===== config.mk =====
export PLATFORM = sky130hd
export DESIGN_NAME = frpc_ctrl
export DESIGN_NICKNAME = d
export VERILOG_FILES = /design/src/rtl/frpc_pkg.sv /design/src/rtl/frpc_ctrl.sv
export SDC_FILE = /design/constraint.sdc
export NUM_CORES = 1
export LEC_CHECK = 0
export BUFFER_PORTS_ARGS = -buffer_cell sky130_fd_sc_hd__buf_2
export CAP_MARGIN = 10
export CORE_MARGIN = 2
export CORE_UTILIZATION = 25
export CTS_BUF_LIST = sky130_fd_sc_hd__clkbuf_8 sky130_fd_sc_hd__clkbuf_16
export CTS_CLUSTER_SIZE = 16
export DETAILED_ROUTE_END_ITERATION = 12
export PLACE_DENSITY = 0.5
export SYNTH_ARGS = -nofsm -noshare
export SYNTH_HDL_FRONTEND = slang
export SYNTH_SLANG_ARGS = --single-unit

===== constraint.sdc =====
create_clock -name clk -period 2.24 [get_ports clk]
set_input_delay 0.448 -clock clk [delete_from_list [all_inputs] [get_ports clk]]
set_output_delay 0.448 -clock clk [all_outputs]
set_load 0.02 [all_outputs]

===== src/rtl/frpc_pkg.sv =====
// Shared constants, command and status types for the fraction reduce block.
`default_nettype none
package frpc_pkg;
	// Table geometry and field widths
	localparam int VALUE_LIMIT = 65536;
	localparam int COUNT_BITS  = 20;
	localparam int VAL_W       = 16;
	localparam int IDX_W       = $clog2(VALUE_LIMIT);
	localparam int I_W         = (IDX_W + 1) / 2;
	localparam int I_MAX       = (1 << I_W) - 1;
	localparam int ROW_W       = 2 * COUNT_BITS;
	localparam int SF_W        = 2 * IDX_W;

	// Request kinds
	localparam logic [1:0] REQ_ACC = 2'd0;
	localparam logic [1:0] REQ_RED = 2'd1;
	localparam logic [1:0] REQ_CLR = 2'd2;

	// Controller to datapath commands
	typedef struct packed {
		logic load;
		logic clr_start;
		logic clr_wr;
		logic clr_sf;
		logic sv_load;
		logic sv_wr;
		logic sv_next_i;
		logic sf_rd;
		logic cnt_rd;
		logic upd;
		logic emit;
	} cmd_t;

	// Datapath to controller status
	typedef struct packed {
		logic       clr_last;
		logic       j_in;
		logic       i_last;
		logic [1:0] kind;
		logic       short_val;
		logic       q_one;
		logic       out_free;
	} sts_t;
endpackage
`default_nettype wire


===== src/rtl/frpc_ctrl.sv =====
// Controller state machine: table init, sieve, factor loop and clear pass.
`default_nettype none
module frpc_ctrl import frpc_pkg::*; (
	input  wire logic clk,
	input  wire logic arst_n,
	input  wire logic in_valid,
	output logic      in_ready,
	input  wire sts_t sts,
	output cmd_t      cmd
);
	localparam logic [3:0] S_INIT   = 4'd0;
	localparam logic [3:0] S_SV_I   = 4'd1;
	localparam logic [3:0] S_SV_J   = 4'd2;
	localparam logic [3:0] S_IDLE   = 4'd3;
	localparam logic [3:0] S_DISP   = 4'd4;
	localparam logic [3:0] S_RD_SF  = 4'd5;
	localparam logic [3:0] S_RD_CNT = 4'd6;
	localparam logic [3:0] S_UPD    = 4'd7;
	localparam logic [3:0] S_EMIT   = 4'd8;
	localparam logic [3:0] S_CLR    = 4'd9;

	logic [3:0] state_q, state_d;

	// State register
	always_ff @(posedge clk or negedge arst_n) begin
		if (!arst_n) begin
			state_q <= S_INIT;
		end else begin
			state_q <= state_d;
		end
	end

	assign in_ready = (state_q == S_IDLE);

	// Next state and commands
	always_comb begin
		state_d = state_q;
		cmd     = '0;
		unique case (state_q)
			S_INIT: begin
				cmd.clr_wr = 1'b1;
				cmd.clr_sf = 1'b1;
				if (sts.clr_last) state_d = S_SV_I;
			end
			S_SV_I: begin
				cmd.sv_load = 1'b1;
				state_d     = S_SV_J;
			end
			S_SV_J: begin
				if (sts.j_in) begin
					cmd.sv_wr = 1'b1;
				end else if (sts.i_last) begin
					state_d = S_IDLE;
				end else begin
					cmd.sv_next_i = 1'b1;
					state_d       = S_SV_I;
				end
			end
			S_IDLE: begin
				if (in_valid) begin
					cmd.load = 1'b1;
					state_d  = S_DISP;
				end
			end
			S_DISP: begin
				case (sts.kind) inside
					REQ_CLR: begin
						cmd.clr_start = 1'b1;
						state_d       = S_CLR;
					end
					REQ_ACC, REQ_RED: begin
						if (!sts.short_val) state_d = S_RD_SF;
						else if (sts.kind == REQ_RED) state_d = S_EMIT;
						else state_d = S_IDLE;
					end
					default: state_d = S_IDLE;
				endcase
			end
			S_RD_SF: begin
				cmd.sf_rd = 1'b1;
				state_d   = S_RD_CNT;
			end
			S_RD_CNT: begin
				cmd.cnt_rd = 1'b1;
				state_d    = S_UPD;
			end
			S_UPD: begin
				cmd.upd = 1'b1;
				if (!sts.q_one) state_d = S_RD_SF;
				else if (sts.kind == REQ_RED) state_d = S_EMIT;
				else state_d = S_IDLE;
			end
			S_EMIT: begin
				if (sts.out_free) begin
					cmd.emit = 1'b1;
					state_d  = S_IDLE;
				end
			end
			S_CLR: begin
				cmd.clr_wr = 1'b1;
				if (sts.clr_last) state_d = S_IDLE;
			end
			default: state_d = S_INIT;
		endcase
	end
endmodule
`default_nettype wire


Yosys cells after proc, flatten, opt, wreduce, memory -nomap -nowiden

Cells that the tools add are included.
W data, S select, Z words.

Eq/ne operators: 16
Mux-type cells: 28
Reductions and logical operators: 5

Operators by type and width:

| cell                 | count |
|---|---|
| $mux W4              | 10 |
| $pmux W4 S10         | 1 |
| $eq A4 B3 Y1 const B | 4 |
| $mux W1              | 15 |
| $ne A2 B2 Y1 const B | 5 |
| $eq A4 B2 Y1 const B | 2 |
| $eq A4 B4 Y1 const B | 2 |
| $reduce_and A5 Y1    | 1 |
| $eq A4 B1 Y1 const B | 1 |
| $logic_not A4 Y1     | 1 |
| $mux W2              | 2 |
| $reduce_or A2 Y1     | 2 |
| $eq A2 B1 Y1 const B | 1 |
| $eq A2 B2 Y1 const B | 1 |
| $logic_not A2 Y1     | 1 |

Register bits after elaboration: 4
Output and inout port bits: 12

Logic depth before layout (Yosys ltp)

Gate-level depths: netlist of run 1.

Word-level depth: 6
Gate-level depth with buffers: 6

Least setup slack after synthesis of run 1

No wires, ideal clock.

Path type: register to output
Start: register state_q[0]
End: output port cmd[10] (netlist bit)
Data arrival time: 1.678 ns
Required time: 1.792 ns
Setup slack: 0.114 ns
Cell stages (with the launch flop): 6
Buffers on the path: 2
Path through: dfrtp_1 -> buf_2 -> clkbuf_1 -> nand2_1 -> nor3_1 -> and2_1

RTL lines:

| item                   | line            | RTL |
|---|---|---|
| from (decl)            | frpc_ctrl.sv:22 | `logic [3:0] state_q, state_d;` |
| from (signal assigned) | frpc_ctrl.sv:29 | `state_q <= state_d;` |
| to (decl)              | frpc_ctrl.sv:9  | `output cmd_t cmd` |

==> flow_summary.toml, run 1 <==
[run_status]
status = "complete, no violations"

[synthesis]
synth_cell_type_count = 33
synth_area_leaders = "dfrtp_1 19%, nor2_1 6.5%, a21oi_1 5.8%"
netlist.top_cell.by_area = "dfrtp_1"
ys_seq_area_frac = 0.192
yosys_warnings = 0
synth_area_sq_um = 522
ys_ff_latch = 4
synth_area_per_cell_sq_um = 6.78
synth_top_area_frac = 0.192
synth_nets = 88
synth_cells = 77

[critical_path]
crit_path_end_kind = "output pin"
cp-start-kind = "flop"
arrival_ns = 1.59
cp.required_ns = 1.79
regToRegSetupSlack_ns = 0.52
cp_max_fo = 12
crit_chain = "or4b_4, nor2b_1, buf_2"
crit_path_top_delay_cell = "or4b_4"
crit_type = "reg2out"
max_stage_delay_ns = 0.60

[place]
globalplace.congestion = 0.862
io_buffer_count = 22
dpl.cell_count = 121
placed_area_sq_um = 646
hpwl_um = 1070
pre_cts_ws_ns = 0.424

[sta]
hold_viol = 0
final.setup.worst_slack_ns = 0.201
slew_headroom = 0.692
skew_ns = 0.00135
worst_pin_slew_ns = 0.461
rsz0062_at_grt = "no"
finalSetupTns_ns = 0
drv_slew = 0
finalSetupViolations = 0
fin_crit_sh = 0.910
post-route-min-period_ns = 2.04
fmax_mhz = 490

[clocking]
cts_sinks = 4
cts_setup_buffers = 0
insertion_delay_ns = 0.22
cts_tree = "yes"
clk_pin_slew_worst_paths_ns = 0.03
cts_resized = 0
htreeDepth = 1
cts_max_path_buffers = 2
cts_buffers = 3
clock-root-buffer = "clkbuf_8"
cts_hold_buf = 0

[global_route]
grt_pass1_wl_um = 2170
grtUsageTotal = 0.114
antenna_found_initial = 0
grt_pass1_vias = 514
grt_overflow_total = 0
grt_max_degree = 15

[final_layout]
regMostFlops = "state_q"
fillers = 241
layout.nets = 110
regArea_sq_um = 100
area_delta_synth_final_pct = 31.7
multi_input_area_sq_um = 375
antenna_cells = 0
final_cells = 124
drive_above_1_share = 0.289
largestRegisters = "state_q: 4 flops"
largest_reg_flops = 4
final_cell_area_sq_um = 687

[floorplan]
die-area_sq_um = 2470
fp.dieH_um = 49.7
start_util = 0.266
std_cell_rows = 16
fp.dieW_um = 49.7
core-area_sq_um = 1960
io_pins = 23

[job]
drv_cap = 0

[power_and_ir_drop]
ir_worst_vdd_mv = 0.541
p_leak_nw = 0.327
powerDensity_nw_per_um2 = 1270
p_total_uw = 873

[routing]
ant_nets = 0
wl_per_cell_um = 11.0
drc = 0
num_vias = 629
drt_iter0_drc = 7
dr.pass1.iters = 4
wirelength_um = 1370
vias_per_cell = 5.07

[min_path]
hold_path_class = "in2async"
logic make-up (layout without fill, tap and decap cells):
group           count (synthesis)  count (layout)  share of synthesized area
simple gates                   43              43                      0.470
compound gates                 19              19                      0.249
buf+inv                        11              31                     0.0887
flops                           4               4                      0.192
area by class of cell:
type / instances / area share
tap: 27 / 0.0492
clock buffer: 3 / 0.0601
sequential: 4 / 0.146
inverter: 5 / 0.0273
multi-input combinational: 62 / 0.546
timing repair buffer: 23 / 0.171
critical path: cells and delay by family, from the launching register on:
kind	cells	cell delay, ns
simple gates	2	0.72
flops	1	0.49
buf+inv	1	0.17
cell usage in the layout, fill, tap and decap left out, types with 2 or more instances in the layout:
cell type	instances
a21oi_1	6
and2_1	2
buf_2	22
clkbuf_8	3
dfrtp_1	4
inv_1	5
nand2_1	4
nand2b_1	4
nand3_1	3
nor2_1	9
nor2b_1	4
nor3_1	5
o21ai_0	2
o32ai_1	2
or2_1	2
or3_1	2
stage by stage:
step                      hold slack [ns]   util
after floorplan                     0.152      -
after CTS                          0.0238  0.350
after global placement              0.256  0.329
after global routing               0.0269  0.350
final                              0.0273  0.350
after detailed placement            0.256  0.329
synthesized netlist by cell type, drive strengths merged:
| cell | number |
|---|---|
| nor4b | 1 |
| nand2 | 4 |
| nand2b | 4 |
| and2 | 2 |
| clkbuf | 2 |
| nor2b | 4 |
| or2 | 2 |
| o221ai | 1 |
| or4b | 1 |
| dfrtp | 4 |
| o31ai | 1 |
| a311oi | 1 |
| nand3 | 3 |
| buf | 4 |
| and3b | 1 |
| a32o | 1 |
| a221oi | 1 |
| or4 | 1 |
| inv | 5 |
| nand4 | 1 |
| o21bai | 1 |
| o32ai | 2 |
| nor2 | 9 |
| and3 | 1 |
| nor3b | 1 |
| a211o | 1 |
| or3 | 2 |
| a21oi | 6 |
| a22oi | 1 |
| nor3 | 6 |
| o21ai | 3 |
power breakdown:
group | internal, mW | total, mW | leakage (nW) | switching [mW]
combinational | 0.221 | 0.541 | 0.254 | 0.320
sequential | 0.0998 | 0.181 | 0.0514 | 0.0808
clock | 0.115 | 0.152 | 0.0216 | 0.0371
per-layer routing:
layer  part of all wire  global-route usage
met1               0.50               0.153
met2               0.44               0.167
met3              0.042              0.0273
met4              0.015              0.0648
met5                  0                   0
final timing paths:
path,cells after the start,from,endpoint
min,1,arst_n,state_q[0]$_DFFE_PN0P_
max,3,state_q[0]$_DFFE_PN0P_,cmd[9]
max reg2reg,4,state_q[0]$_DFFE_PN0P_,state_q[1]$_DFFE_PN0P_
min in group clk,4,in_valid,state_q[1]$_DFFE_PN0P_
min reg2reg,2,state_q[0]$_DFFE_PN0P_,state_q[0]$_DFFE_PN0P_
max in group asynchronous,1,arst_n,state_q[2]$_DFFE_PN0P_
Note: power is estimated with default switching activity, not from simulation.
==> run 2: changes to the inputs <==
- ABC_AREA: unset -> 1
- PLACE_DENSITY: 0.5 -> 0.51
==> run 2 against run 1 <==
Net effect:
- via count shrank 2.1%
- clock power barely moved
- sequential power is 20% lower
- maximum frequency increased by 14%
- final cell count increased by 13%
- sequential share of layout area increased by 0.78 points
- clock skew is 0.0017 ns higher
- power decreased by 10%
==> flow_summary.toml, run 2 <==
[global_route]
grt_pass1_wl_um = 2030
grtUsageTotal = 0.132
grt_pass1_vias = 514
grt_overflow_total = 0
antenna_found_initial = 0
grt_max_degree = 8

[critical_path]
r2r_end = "state_q[1]$_DFFE_PN0P_"
cp-startpoint = "state_q[2]$_DFFE_PN0P_"
crit_buf_inv = 2
crit_path_end_kind = "output pin"
r2r_cells = 9
crit_path_top_delay_cell = "dfrtp_1"
regToRegSetupSlack_ns = 0.95
cp.required_ns = 1.79
crit_type = "reg2out"
crit_chain = "inv_2, nor2_2, nand2_1, nor3_2, buf_2"
worst-path-stages = 5
timing.rr.start = "state_q[3]$_DFFE_PN0P_"
max_stage_delay_ns = 0.48
cp-start-kind = "flop"
cp_top_family = "flip-flops"
arrival_ns = 1.35
cp_max_fo = 7

[synthesis]
ys_ff_latch = 4
synth_cell_type_count = 14
synth-simple-area-share = 0.624
synth_compound_area_frac = 0.0347
ys_async_sr_fraction = 1.00
yosysMostFrequentCell = "nand2_1"
synth_top_family_by_area = "simple AND/OR/NAND/NOR gates"
synth_nets = 101
synth_area_sq_um = 469
synthAdderAreaFrac = 0
synthMuxAreaShare = 0
synthTopCellsByCount = "31 x nand2_1, 16 x nor2_1, 14 x inv_1"
ys.flop_type = "dfrtp_1"
synth_top_area_frac = 0.248
synth_enable_flop_cells = 0
netlist.top_cell.by_area = "nand2_1"
ys_seq_area_frac = 0.213
synth_area_per_cell_sq_um = 5.21
synth_xor_area_frac = 0
synth_cells = 90
synth_area_leaders = "nand2_1 25%, dfrtp_1 21%, nor2_1 13%"
yosys_warnings = 0

[place]
hpwl_um = 1090
io_buffer_count = 22
globalplace.congestion = 0.781
placed_area_sq_um = 611
pre_cts_ws_ns = 0.689

[final_layout]
final_util = 0.373
most-common-layout-cells = "31 x nand2_1, 22 x buf_2, 16 x nor2_1, 14 x inv_1, 11 x nand3_1"
multi_input_area_sq_um = 309
layout.nets = 128
antenna_cells = 0
area_delta_synth_final_pct = 38.9
final_common_cell = "nand2_1"
final_cell_area_sq_um = 652
drive_above_1_share = 0.287
largestRegisters = "state_q: 4 flops"
regMostFlops = "state_q"
regArea_sq_um = 100
fillers = 223
largest_reg_flops = 4

[clocking]
cts_sinks = 4
htreeDepth = 1
clock-root-buffer = "clkbuf_8"
cts_buffers = 3
cts_hold_buf = 0
cts_max_path_buffers = 2
cts_resized = 0
cts_setup_buffers = 0
clk_pin_slew_worst_paths_ns = 0.03
insertion_delay_ns = 0.22
cts_tree = "yes"

[floorplan]
core-area_sq_um = 1750
start_util = 0.269
std_cell_rows = 15
die-area_sq_um = 2240
fp.dieH_um = 47.3
io_pins = 23
fp.dieW_um = 47.3

[power_and_ir_drop]
p_switching_uw = 408
p_comb_frac = 0.624
clkPwrFrac = 0.190
power_frac_seq = 0.185
powerDensity_nw_per_um2 = 1200
ir_worst_vdd_mv = 0.652
intPower_uw = 377
p_leak_nw = 0.430
p_sw_frac = 0.520

[sta]
skew_ns = 0.00306
timing.hold.ws_ns = 0.0297
worst_pin_slew_ns = 0.264
post-route-min-period_ns = 1.80
finalSetupTns_ns = 0
fin_crit_sh = 0.802
fmax_mhz = 557
finalSetupViolations = 0
slew_headroom = 0.824
hold_viol = 0
drv_slew = 0
final.setup.worst_slack_ns = 0.444
rsz0062_at_grt = "no"

[routing]
wl_per_cell_um = 8.96
wirelength_um = 1260
drc = 0
drt_iter0_drc = 6
vias_per_cell = 4.40
num_vias = 616
dr.pass1.iters = 4
ant_nets = 0

[run_status]
status = "complete, no violations"

[min_path]
hold_path_class = "in2async"

[job]
drv_cap = 0
## run 2: changes by cell type after synthesis, moves of 3 or more
cell	change
a21oi_1	-5
buf_2	-4
inv_1	+9
nand2_1	+27
nand2b_1	-4
nand3_1	+8
nor2_1	+7
nor2_2	+4
nor2b_1	-4
nor3_1	-3
## run 2: how the worst max path moves through the flow
stage	endpoint	slack, ns
floorplan	cmd[0]	0.57
global placement	cmd[9]	0.70
detailed placement	cmd[9]	0.69
CTS	cmd[9]	0.45
global route	cmd[9]	0.33
finish	cmd[9]	0.44
## run 2: cells by family after synthesis
family	count (synthesis)
AO/OA/AOI/OAI	3
buffers and inverters	16
flip-flops	4
AND/OR/NAND/NOR	67
## run 2: metrics by stage
stage	std cells	total power, mW
after floorplan	90	0.500
after global placement	137	0.645
after detailed placement	137	0.641
after CTS	140	0.796
after global routing	140	0.874
final	140	0.785
## run 2: final cells by class
type / instances / area share
repair buffers: 22 / 0.169
well taps: 25 / 0.0480
flip-flops and latches: 4 / 0.154
inverters: 16 / 0.0921
clock buffers: 3 / 0.0633
multi-input cells: 70 / 0.474
## run 2: per-layer routing
| metal | wire length [um] | GRT usage | share of wire | up-vias |
|---|---|---|---|---|
| li1 | - | - | - | 329 |
| met1 | 555 | 0.158 | 0.44 | 274 |
| met2 | 637 | 0.208 | 0.51 | 13 |
| met3 | 63 | 0.0462 | 0.050 | 0 |
| met4 | 0 | 0.0667 | 0 | 0 |
| met5 | 0 | 0 | 0 | - |
## run 2: power by group through the flow
stage	logic [mW]	clock network, mW	registers, mW
floorplan	0.364	0	0.136
global placement	0.503	0	0.141
detailed placement	0.496	0	0.144
CTS	0.497	0.155	0.144
global route	0.563	0.160	0.150
finish	0.490	0.149	0.145
